File: config.mk
export PLATFORM = sky130hd
export DESIGN_NAME = thruster_mixing_matrix_core
export DESIGN_NICKNAME = d
export VERILOG_FILES = /design/src/design/tmm_pkg.sv /design/src/design/tmm_fifo.sv /design/src/design/tmm_row_engine.sv /design/src/design/thruster_mixing_matrix_core.sv
export SDC_FILE = /design/constraint.sdc
export NUM_CORES = 2
export LEC_CHECK = 0
export ABC_AREA = 1
export BUFFER_PORTS_ARGS = -buffer_cell sky130_fd_sc_hd__buf_4
export CAP_MARGIN = 20
export CORE_AREA = 2 2 476 478
export CTS_CLUSTER_SIZE = 12
export DETAILED_ROUTE_END_ITERATION = 10
export DIE_AREA = 0 0 478 480
export PLACE_DENSITY = 0.55
export SLEW_MARGIN = 20
export SYNTH_ARGS = -nofsm -noshare
export SYNTH_HDL_FRONTEND = slang
export SYNTH_HIERARCHICAL = 1
export SYNTH_SLANG_ARGS = --single-unit
File: constraint.sdc
create_clock -name clk_i -period 8.45 [get_ports clk_i]
set_input_delay 0.4225 -clock clk_i [delete_from_list [all_inputs] [get_ports clk_i]]
set_output_delay 0.4225 -clock clk_i [all_outputs]
set_load 0.01 [all_outputs]
File: src/design/tmm_pkg.sv
`timescale 1ns / 1ps
// ----------------------------------------------------------------------------
// tmm_pkg: thruster mixing matrix shared definitions
// Field types, arithmetic constants, coefficient table, register codes.
// ----------------------------------------------------------------------------
package tmm_pkg;

  localparam int N_THR    = 8;
  localparam int N_CMD    = 6;
  localparam int CMD_W    = 16;
  localparam int SPEED_W  = 8;
  localparam int GAIN_W   = 9;

  localparam int COEF_FRAC_BITS_DEF = 14;
  localparam int FIFO_DEPTH_DEF     = 3;

  localparam int GAIN_RESET  = 179;
  localparam int QDIV        = 255;
  localparam int QMAX        = 127;
  localparam int QSAT_LIM    = QMAX * QDIV;
  // floor(m / 255) == ((m + 1) * 257) >> 16 for m below QSAT_LIM
  localparam int RECIP_MUL   = 257;
  localparam int RECIP_SHIFT = 16;
  localparam int GAIN_SHIFT  = 8;

  localparam longint E8 = 64'sd100000000;

  localparam int CFG_IDX_W = 1;
  typedef enum logic [CFG_IDX_W-1:0] {
    REG_FWD_GAIN = 1'b0,
    REG_BWD_GAIN = 1'b1
  } cfg_reg_e;

  typedef struct packed {
    logic signed [CMD_W-1:0] surge_cmd;
    logic signed [CMD_W-1:0] sway_cmd;
    logic signed [CMD_W-1:0] heave_cmd;
    logic signed [CMD_W-1:0] roll_cmd;
    logic signed [CMD_W-1:0] pitch_cmd;
    logic signed [CMD_W-1:0] yaw_cmd;
  } cmd_t;

  typedef struct packed {
    logic signed [SPEED_W-1:0] speed_0;
    logic signed [SPEED_W-1:0] speed_1;
    logic signed [SPEED_W-1:0] speed_2;
    logic signed [SPEED_W-1:0] speed_3;
    logic signed [SPEED_W-1:0] speed_4;
    logic signed [SPEED_W-1:0] speed_5;
    logic signed [SPEED_W-1:0] speed_6;
    logic signed [SPEED_W-1:0] speed_7;
  } speed_t;

  // Mixing rows in units of 1e-8; last column is the row scale.
  localparam longint MIX_E8 [N_THR][N_CMD+1] = '{
    '{-40411490, -25000000, -35350677,  100000000,  30000000,  100000000, -100000000},
    '{-40411490,  25000000, -35350670, -100000000,  30000000, -100000000,  150000000},
    '{-40411490,  25000000,  35350670, -100000000,  30000000,  100000000,  100000000},
    '{ 40411490,  25000000, -35350677,  100000000, -30000000,  100000000,  150000000},
    '{-40411496, -25000000,  35350677,  100000000, -30000000,  100000000,  150000000},
    '{-40411496,  25000000,  35350670, -100000000, -30000000, -100000000, -150000000},
    '{ 40411490,  25000000,  35350677,  100000000,  30000000,  100000000,  100000000},
    '{ 40411496, -25000000,  35350670, -100000000,  30000000, -100000000,  150000000}
  };

  // Round half away from zero into fixed point with frac fraction bits.
  function automatic longint to_fixed(input longint c, input int frac);
    longint one;
    longint mag;
    longint r;
    one = 64'sd1 <<< frac;
    mag = (c < 0) ? -c : c;
    r   = (mag * one + E8 / 2) / E8;
    return (c < 0) ? -r : r;
  endfunction

endpackage

File: src/design/tmm_fifo.sv
`timescale 1ns / 1ps
// ----------------------------------------------------------------------------
// tmm_fifo: small request queue
// Register-based FIFO with occupancy count; used on both sides of the engine.
// ----------------------------------------------------------------------------
module tmm_fifo #(
  parameter type T     = logic,
  parameter int  DEPTH = 2
) (
  input  logic                         clk_i,
  input  logic                         rst_ni,
  input  logic                         push_i,
  input  T                             data_i,
  output logic                         full_o,
  input  logic                         pop_i,
  output T                             data_o,
  output logic                         empty_o,
  output logic [$clog2(DEPTH+1)-1:0]   count_o
);
  localparam int PTR_W = (DEPTH > 1) ? $clog2(DEPTH) : 1;
  localparam int CNT_W = $clog2(DEPTH+1);

  T                 mem_q [DEPTH];
  logic [PTR_W-1:0] wr_ptr_q, wr_ptr_d;
  logic [PTR_W-1:0] rd_ptr_q, rd_ptr_d;
  logic [CNT_W-1:0] cnt_q, cnt_d;
  logic             do_push, do_pop;

  assign full_o  = (cnt_q == CNT_W'(DEPTH));
  assign empty_o = (cnt_q == '0);
  assign count_o = cnt_q;
  assign data_o  = mem_q[rd_ptr_q];
  assign do_push = push_i && !full_o;
  assign do_pop  = pop_i && !empty_o;

  always_comb begin
    wr_ptr_d = wr_ptr_q;
    rd_ptr_d = rd_ptr_q;
    cnt_d    = cnt_q;
    if (do_push) begin
      wr_ptr_d = (wr_ptr_q == PTR_W'(DEPTH-1)) ? '0 : wr_ptr_q + 1'b1;
    end
    if (do_pop) begin
      rd_ptr_d = (rd_ptr_q == PTR_W'(DEPTH-1)) ? '0 : rd_ptr_q + 1'b1;
    end
    if (do_push && !do_pop) begin
      cnt_d = cnt_q + 1'b1;
    end else if (do_pop && !do_push) begin
      cnt_d = cnt_q - 1'b1;
    end
  end

  always_ff @(posedge clk_i or negedge rst_ni) begin
    if (!rst_ni) begin
      wr_ptr_q <= '0;
      rd_ptr_q <= '0;
      cnt_q    <= '0;
    end else begin
      wr_ptr_q <= wr_ptr_d;
      rd_ptr_q <= rd_ptr_d;
      cnt_q    <= cnt_d;
    end
  end

  always_ff @(posedge clk_i) begin
    if (do_push) begin
      mem_q[wr_ptr_q] <= data_i;
    end
  end

endmodule

File: src/design/tmm_row_engine.sv
`timescale 1ns / 1ps
// ----------------------------------------------------------------------------
// tmm_row_engine: per-thruster mixing pipeline
// Issues one thruster row per cycle into an eight-stage datapath (a request
// waits for output credit) and assembles eight drive values into one result.
// ----------------------------------------------------------------------------
module tmm_row_engine #(
  parameter int COEF_FRAC_BITS = tmm_pkg::COEF_FRAC_BITS_DEF,
  parameter int OUT_DEPTH      = tmm_pkg::FIFO_DEPTH_DEF
) (
  input  logic                               clk_i,
  input  logic                               rst_ni,
  input  tmm_pkg::cmd_t                      cmd_i,
  input  logic                               cmd_valid_i,
  output logic                               cmd_pop_o,
  input  logic [tmm_pkg::GAIN_W-1:0]         fwd_gain_i,
  input  logic [tmm_pkg::GAIN_W-1:0]         bwd_gain_i,
  input  logic [$clog2(OUT_DEPTH+1)-1:0]     out_count_i,
  output tmm_pkg::speed_t                    res_o,
  output logic                               res_push_o
);
  import tmm_pkg::*;

  localparam int COEF_W  = COEF_FRAC_BITS + 2;
  localparam int PROD_W  = CMD_W + COEF_W;
  localparam int ACC_W   = PROD_W + 3;
  localparam int DOT_W   = ACC_W - COEF_FRAC_BITS;
  localparam int SP_W    = DOT_W + COEF_W;
  localparam int SC_W    = SP_W - COEF_FRAC_BITS;
  localparam int MAG_W   = $clog2(QSAT_LIM);
  localparam int RP_W    = MAG_W + $clog2(RECIP_MUL) + 1;
  localparam int QMAG_W  = $clog2(QMAX + 1);
  localparam int GP_W    = QMAG_W + GAIN_W;
  localparam int GM_W    = GP_W - GAIN_SHIFT;
  localparam int ROW_W   = $clog2(N_THR);
  localparam int CNT_W   = $clog2(OUT_DEPTH+1);
  localparam int N_STG   = 7;

  logic signed [COEF_W-1:0] coef_tab [N_THR][N_CMD+1];

  for (genvar r = 0; r < N_THR; r++) begin : g_row
    for (genvar c = 0; c <= N_CMD; c++) begin : g_col
      assign coef_tab[r][c] = COEF_W'(to_fixed(MIX_E8[r][c], COEF_FRAC_BITS));
    end
  end

  // issue control
  logic [ROW_W-1:0] issue_row_q, issue_row_d;
  logic [CNT_W-1:0] inflight_q, inflight_d;
  logic             credit, issue, start;
  logic             push_q;

  assign credit = ({1'b0, inflight_q} + {1'b0, out_count_i}) < (CNT_W+1)'(OUT_DEPTH);
  assign issue  = (issue_row_q != '0) || (cmd_valid_i && credit);
  assign start  = issue && (issue_row_q == '0);
  assign cmd_pop_o = issue && (issue_row_q == ROW_W'(N_THR-1));

  always_comb begin
    issue_row_d = issue_row_q;
    inflight_d  = inflight_q;
    if (issue) begin
      issue_row_d = (issue_row_q == ROW_W'(N_THR-1)) ? '0 : issue_row_q + 1'b1;
    end
    if (start && !push_q) begin
      inflight_d = inflight_q + 1'b1;
    end else if (push_q && !start) begin
      inflight_d = inflight_q - 1'b1;
    end
  end

  // stage tags
  logic [N_STG-1:0] vld_q;
  logic [ROW_W-1:0] row_tag_q [N_STG];

  always_ff @(posedge clk_i or negedge rst_ni) begin
    if (!rst_ni) begin
      issue_row_q <= '0;
      inflight_q  <= '0;
      vld_q       <= '0;
      push_q      <= 1'b0;
    end else begin
      issue_row_q <= issue_row_d;
      inflight_q  <= inflight_d;
      vld_q       <= {vld_q[N_STG-2:0], issue};
      push_q      <= vld_q[N_STG-1] && (row_tag_q[N_STG-1] == ROW_W'(N_THR-1));
    end
  end

  always_ff @(posedge clk_i) begin
    row_tag_q[0] <= issue_row_q;
    for (int s = 1; s < N_STG; s++) begin
      row_tag_q[s] <= row_tag_q[s-1];
    end
  end

  // S1: six products
  logic signed [CMD_W-1:0]  cmd_arr [N_CMD];
  logic signed [PROD_W-1:0] prod_d  [N_CMD];
  logic signed [PROD_W-1:0] prod_q  [N_CMD];

  always_comb begin
    cmd_arr[0] = cmd_i.surge_cmd;
    cmd_arr[1] = cmd_i.sway_cmd;
    cmd_arr[2] = cmd_i.heave_cmd;
    cmd_arr[3] = cmd_i.roll_cmd;
    cmd_arr[4] = cmd_i.pitch_cmd;
    cmd_arr[5] = cmd_i.yaw_cmd;
    for (int k = 0; k < N_CMD; k++) begin
      prod_d[k] = PROD_W'(cmd_arr[k]) * PROD_W'(coef_tab[issue_row_q][k]);
    end
  end

  // S2: sum
  logic signed [ACC_W-1:0] acc_d, acc_q;

  always_comb begin
    acc_d = '0;
    for (int k = 0; k < N_CMD; k++) begin
      acc_d = acc_d + ACC_W'(prod_q[k]);
    end
  end

  // S3: drop fraction toward zero
  logic signed [DOT_W-1:0] dot_d, dot_q;
  logic                    dot_rnd;

  assign dot_rnd = acc_q[ACC_W-1] && (acc_q[COEF_FRAC_BITS-1:0] != '0);
  assign dot_d   = DOT_W'(acc_q >>> COEF_FRAC_BITS) + DOT_W'(dot_rnd);

  // S4: row scale
  logic signed [SP_W-1:0] sprod_d, sprod_q;

  assign sprod_d = SP_W'(dot_q) * SP_W'(coef_tab[row_tag_q[2]][N_CMD]);

  // S5: drop fraction toward zero
  logic signed [SC_W-1:0] scaled_d, scaled_q;
  logic                   sc_rnd;

  assign sc_rnd   = sprod_q[SP_W-1] && (sprod_q[COEF_FRAC_BITS-1:0] != '0);
  assign scaled_d = SC_W'(sprod_q >>> COEF_FRAC_BITS) + SC_W'(sc_rnd);

  // S6: sign, magnitude, saturation
  logic [SC_W-1:0]  abs_d;
  logic             neg6_q, sat6_q;
  logic [MAG_W-1:0] mag6_q;

  assign abs_d = scaled_q[SC_W-1] ? SC_W'(-scaled_q) : SC_W'(scaled_q);

  // S7: divide by 255 and clamp
  logic [RP_W-1:0]   recip_prod;
  logic [QMAG_W-1:0] qmag_d, qmag7_q;
  logic              neg7_q;

  assign recip_prod = (RP_W'(mag6_q) + RP_W'(1)) * RP_W'(RECIP_MUL);
  assign qmag_d     = sat6_q ? QMAG_W'(QMAX) : QMAG_W'(recip_prod >> RECIP_SHIFT);

  // S8: gain, saturate, restore sign
  logic [GAIN_W-1:0]         gain_sel;
  logic [GP_W-1:0]           gain_prod;
  logic [GM_W-1:0]           gain_mag;
  logic [QMAG_W-1:0]         sp_mag;
  logic signed [SPEED_W-1:0] speed_d;
  logic signed [SPEED_W-1:0] speed_q [N_THR];

  always_comb begin
    gain_sel  = neg7_q ? bwd_gain_i : fwd_gain_i;
    gain_prod = GP_W'(qmag7_q) * GP_W'(gain_sel);
    gain_mag  = GM_W'(gain_prod >> GAIN_SHIFT);
    sp_mag    = (gain_mag > GM_W'(QMAX)) ? QMAG_W'(QMAX) : QMAG_W'(gain_mag);
    speed_d   = neg7_q ? -SPEED_W'(sp_mag) : SPEED_W'(sp_mag);
  end

  always_ff @(posedge clk_i) begin
    prod_q   <= prod_d;
    acc_q    <= acc_d;
    dot_q    <= dot_d;
    sprod_q  <= sprod_d;
    scaled_q <= scaled_d;
    neg6_q   <= scaled_q[SC_W-1];
    sat6_q   <= (abs_d >= SC_W'(QSAT_LIM));
    mag6_q   <= MAG_W'(abs_d);
    qmag7_q  <= qmag_d;
    neg7_q   <= neg6_q;
    if (vld_q[N_STG-1]) begin
      speed_q[row_tag_q[N_STG-1]] <= speed_d;
    end
  end

  assign res_push_o    = push_q;
  assign res_o.speed_0 = speed_q[0];
  assign res_o.speed_1 = speed_q[1];
  assign res_o.speed_2 = speed_q[2];
  assign res_o.speed_3 = speed_q[3];
  assign res_o.speed_4 = speed_q[4];
  assign res_o.speed_5 = speed_q[5];
  assign res_o.speed_6 = speed_q[6];
  assign res_o.speed_7 = speed_q[7];

endmodule

File: src/design/thruster_mixing_matrix_core.sv
`timescale 1ns / 1ps
// ----------------------------------------------------------------------------
// thruster_mixing_matrix_core: six-axis to eight-thruster mixer
// Requests are pipelined: the row engine issues one thruster row per cycle
// through its shared multiplier pipeline and can start the next request while
// earlier rows are still in flight, when output-queue credit allows.
// Reset: queues empty, both gains return to 179.
// ----------------------------------------------------------------------------
module thruster_mixing_matrix_core #(
  parameter int COEF_FRAC_BITS = tmm_pkg::COEF_FRAC_BITS_DEF,
  parameter int FIFO_DEPTH     = tmm_pkg::FIFO_DEPTH_DEF
) (
  input  logic                           clk_i,
  input  logic                           rst_ni,
  input  logic                           push,
  input  tmm_pkg::cmd_t                  cmd_i,
  output logic                           full,
  input  logic                           pop,
  output tmm_pkg::speed_t                speed_o,
  output logic                           empty,
  input  logic                           cfg_we_i,
  input  logic [tmm_pkg::CFG_IDX_W-1:0]  cfg_idx_i,
  input  logic [tmm_pkg::GAIN_W-1:0]     cfg_wdata_i
);
  import tmm_pkg::*;

  localparam int CNT_W = $clog2(FIFO_DEPTH+1);

  logic [GAIN_W-1:0] fwd_gain_q, bwd_gain_q;

  always_ff @(posedge clk_i or negedge rst_ni) begin
    if (!rst_ni) begin
      fwd_gain_q <= GAIN_W'(GAIN_RESET);
      bwd_gain_q <= GAIN_W'(GAIN_RESET);
    end else if (cfg_we_i) begin
      case (cfg_reg_e'(cfg_idx_i))
        REG_FWD_GAIN: fwd_gain_q <= cfg_wdata_i;
        REG_BWD_GAIN: bwd_gain_q <= cfg_wdata_i;
        default: ;
      endcase
    end
  end

  // front: request queue
  cmd_t             head_cmd;
  logic             in_empty, cmd_pop;
  logic [CNT_W-1:0] in_count;

  tmm_fifo #(
    .T     (cmd_t),
    .DEPTH (FIFO_DEPTH)
  ) u_in_fifo (
    .clk_i   (clk_i),
    .rst_ni  (rst_ni),
    .push_i  (push),
    .data_i  (cmd_i),
    .full_o  (full),
    .pop_i   (cmd_pop),
    .data_o  (head_cmd),
    .empty_o (in_empty),
    .count_o (in_count)
  );

  // back: row engine
  speed_t           res;
  logic             res_push, out_full;
  logic [CNT_W-1:0] out_count;

  tmm_row_engine #(
    .COEF_FRAC_BITS (COEF_FRAC_BITS),
    .OUT_DEPTH      (FIFO_DEPTH)
  ) u_engine (
    .clk_i       (clk_i),
    .rst_ni      (rst_ni),
    .cmd_i       (head_cmd),
    .cmd_valid_i (!in_empty),
    .cmd_pop_o   (cmd_pop),
    .fwd_gain_i  (fwd_gain_q),
    .bwd_gain_i  (bwd_gain_q),
    .out_count_i (out_count),
    .res_o       (res),
    .res_push_o  (res_push)
  );

  tmm_fifo #(
    .T     (speed_t),
    .DEPTH (FIFO_DEPTH)
  ) u_out_fifo (
    .clk_i   (clk_i),
    .rst_ni  (rst_ni),
    .push_i  (res_push),
    .data_i  (res),
    .full_o  (out_full),
    .pop_i   (pop),
    .data_o  (speed_o),
    .empty_o (empty),
    .count_o (out_count)
  );

  localparam logic signed [SPEED_W-1:0] SPEED_NEG_FULL = {1'b1, {(SPEED_W-1){1'b0}}};

  a_no_out_overflow: assert property (@(posedge clk_i) disable iff (!rst_ni)
    res_push |-> !out_full)
    else $error("result pushed into full output queue");

  a_pop_only_valid: assert property (@(posedge clk_i) disable iff (!rst_ni)
    cmd_pop |-> !in_empty)
    else $error("engine popped an empty request queue");

  a_no_count_wrap: assert property (@(posedge clk_i) disable iff (!rst_ni)
    ($past(in_count) == CNT_W'(FIFO_DEPTH) && !$past(cmd_pop)) |-> full)
    else $error("request queue count changed without a pop");

  a_speed_range: assert property (@(posedge clk_i) disable iff (!rst_ni)
    !empty |-> (speed_o.speed_0 != SPEED_NEG_FULL) && (speed_o.speed_1 != SPEED_NEG_FULL)
            && (speed_o.speed_2 != SPEED_NEG_FULL) && (speed_o.speed_3 != SPEED_NEG_FULL)
            && (speed_o.speed_4 != SPEED_NEG_FULL) && (speed_o.speed_5 != SPEED_NEG_FULL)
            && (speed_o.speed_6 != SPEED_NEG_FULL) && (speed_o.speed_7 != SPEED_NEG_FULL))
    else $error("drive value outside +-127");

endmodule
==> impl_results.md <==
* Status: finished clean
* Element type at the critical path start: flip-flop
* Total GRT Usage at 14.5%
* Final core occ at 34.1%
* Hold depth at 3
* Die H at 480 um
* Routed WL per cell at 16.6 um
* Setup Fix Bufs, Post-CTS at 0
* DRT iter0 DRCs at 2253
* Worst R2R Setup Slack at 0.91 ns
* Clock Skew at 0.0526 ns
* Hold wc startpoint: pop
* R2r worst-path depth at 23
* Die X-Extent at 478 um
* Post-route setup slack at 0.910 ns
* Antenna violations before repair at 10
* Synth-to-layout area growth at 14.3%
* Rows at 174
* Setup crit end kind: flip-flop
* Place WS at 0.833 ns
* Post-route ant nets at 0
* Tightest Hold Check Type: in -> reg
* Number of fill cells at 22483
* Gpl congestion at 0.892
* Reg2Reg Capture Point: u_engine/prod_q[63]$_DFF_P_
* Post-DP HPWL at 132000 um
* Pre-antenna DRT Iters at 6
* Slew Limit Fails at 0
* Drt via density at 4.38
* Busiest grt layer: met2
* Syn Inst Count at 6443
* Ratio of cells with drive above 1 in the final layout at 7.72%
* Max Fclk at 133 MHz
* Worst Tran Pin Value at 1.09 ns
* Critical Path RT at 9.07 ns
* Worst slew margin at 27.0%
* Clk pin slew, worst setup/hold paths at 0.06 ns
* CTS Buf Count at 99
* Core footprint at 224000 um^2
* Crit path arrival time at 8.16 ns
* Setup TNS at 0 ns
* Grt ovf at 0
* Vias at 43315
* Ys Warns at 6
* Final setup vio count at 0
* Clk buf depth at 3
* Vias in the first global route at 45771
* Unrepaired setup endpoints after global routing: false
* Hold buffers post-CTS at 110
* Synth Cell Area at 66800 um^2
* Largest net degree at the start of global routing at 68
* CTS H-tree lvls at 3
* Clock latency on the worst-skew pair at 0.76 ns
* CTS Root Cell: clkbuf_16
* First-pass GRT wire length at 259000 um
* Met1 Use GR at 18.7%
* Start of the worst register-to-register path: u_in_fifo/rd_ptr_q[1]$_DFFE_PN0P_
* DRC violations left at 0
* Max FO, Critical Path at 22
* Final WL at 164000 um
* MaxCap Viol Count at 0
* Die footprint at 229000 um^2
* Met3 Track Usage GR at 2.23%
* CP startpoint: u_in_fifo/rd_ptr_q[1]$_DFFE_PN0P_
* IO Count at 177
* Crit path kind: reg -> reg
* TritonCTS Sinks at 883
* Min Tclk post-route at 7.54 ns
* Final hold viol count at 0
* Post-cts resize count at 0
* Number of port buffers at 176
* TritonCTS clock tree: yes
* Final #Nets at 8461
* GR Layer Usage met2 at 25.1%
* Period utilisation layout at 89.2%
* Syn Area/Cell at 10.4 um^2
* Initial Utilization at 29.8%
* Hold endpoint: u_out_fifo/rd_ptr_q[0]$_DFFE_PN0P_
-- sequential cells by signal, summed over array words and instances, names as in the netlist, 15 cells and up --
| name | flops |
|---|---|
| u_engine/prod_q | 147 |
| u_engine/acc_q | 35 |
| u_out_fifo/mem_q | 192 |
| u_engine/mag6_q | 15 |
| u_in_fifo/mem_q | 288 |
| u_engine/scaled_q | 23 |
| u_engine/row_tag_q | 21 |
| u_engine/speed_q | 64 |
| u_engine/dot_q | 21 |
| u_engine/sprod_q | 24 |
-- worst max-delay path, stage by stage (launching register included) --
cell and delay (ns):
dfrtp_4 0.62, nor2_4 0.48, buf_12 0.26, nand2_1 0.07
nand3_1 0.21, inv_1 0.10, nor2_1 0.47, inv_1 0.30
fa_1 0.56, inv_1 0.05, fa_1 0.48, fa_1 0.51
fa_1 0.53, fa_1 0.56, inv_1 0.06, fa_1 0.53
inv_1 0.04, ha_1 0.35, nand2_1 0.14, nor4_1 0.41
nand4_1 0.16, nand3_1 0.23, a31oi_1 0.13, xor2_1 0.15
-- metrics by stage --
step	hold WS [ns]	instance area, um^2	std cells
after floorplan	0.127	66900	6447
final	0.131	76400	9892
after CTS	0.0321	76400	9881
after global routing	0.131	76400	9885
after detailed placement	0.312	72000	9589
after global placement	0.310	72000	9589
-- area by class of cell --
cell class	instances	area [um^2]	share of cell area (%)
repair buffers	343	2880	3.76
inverters	1255	4720	6.17
clock buffers	137	2790	3.64
diodes	10	25.0	0.0327
multi-input cells	4227	38400	50.3
flip-flops and latches	883	23400	30.6
well taps	2992	3740	4.90
clock inverters	45	495	0.648
-- cells in the final DEF (no fill, tap or decap), drive strengths merged, types with 10 or more instances in the layout --
master / instances
xnor2: 98
nor2: 420
xor2: 193
o21ai: 138
edfxtp: 544
fa: 752
dlygate4sd3: 110
nand4: 31
a31oi: 20
dfstp: 10
dfxtp: 296
clkbuf: 137
ha: 789
diode: 10
dfrtp: 33
inv: 1255
nand2: 1093
clkinv: 36
nand3b: 15
o21bai: 24
nor4: 16
nand3: 284
a21o: 24
or2: 39
nor3: 27
a21oi: 206
buf: 233
-- worst max-delay path by stage --
| stage | slack, ns | cells after the start | to |
|---|---|---|---|
| final | 0.91 | 23 | u_engine/prod_q[63]$_DFF_P_ |
| after global routing | 0.48 | 24 | u_engine/prod_q[54]$_DFF_P_ |
| after CTS | 0.84 | 22 | u_engine/prod_q[63]$_DFF_P_ |
| after detailed placement | 0.83 | 22 | u_engine/prod_q[63]$_DFF_P_ |
| after global placement | 0.95 | 24 | u_engine/prod_q[54]$_DFF_P_ |
| after floorplan | 0.64 | 3 | u_in_fifo/mem_q[2][0]$_DFFE_PP_ |
-- per-layer routing --
| metal | share of wire [%] | wire length, um |
|---|---|---|
| met1 | 44 | 72900 |
| met4 | 2.4 | 3920 |
| met5 | 0.0043 | 7 |
| met3 | 4.1 | 6800 |
| met2 | 49 | 80400 |
Power is not shown: default switching activity piles up to over one toggle a cycle in this logic, so the estimate is an artifact.
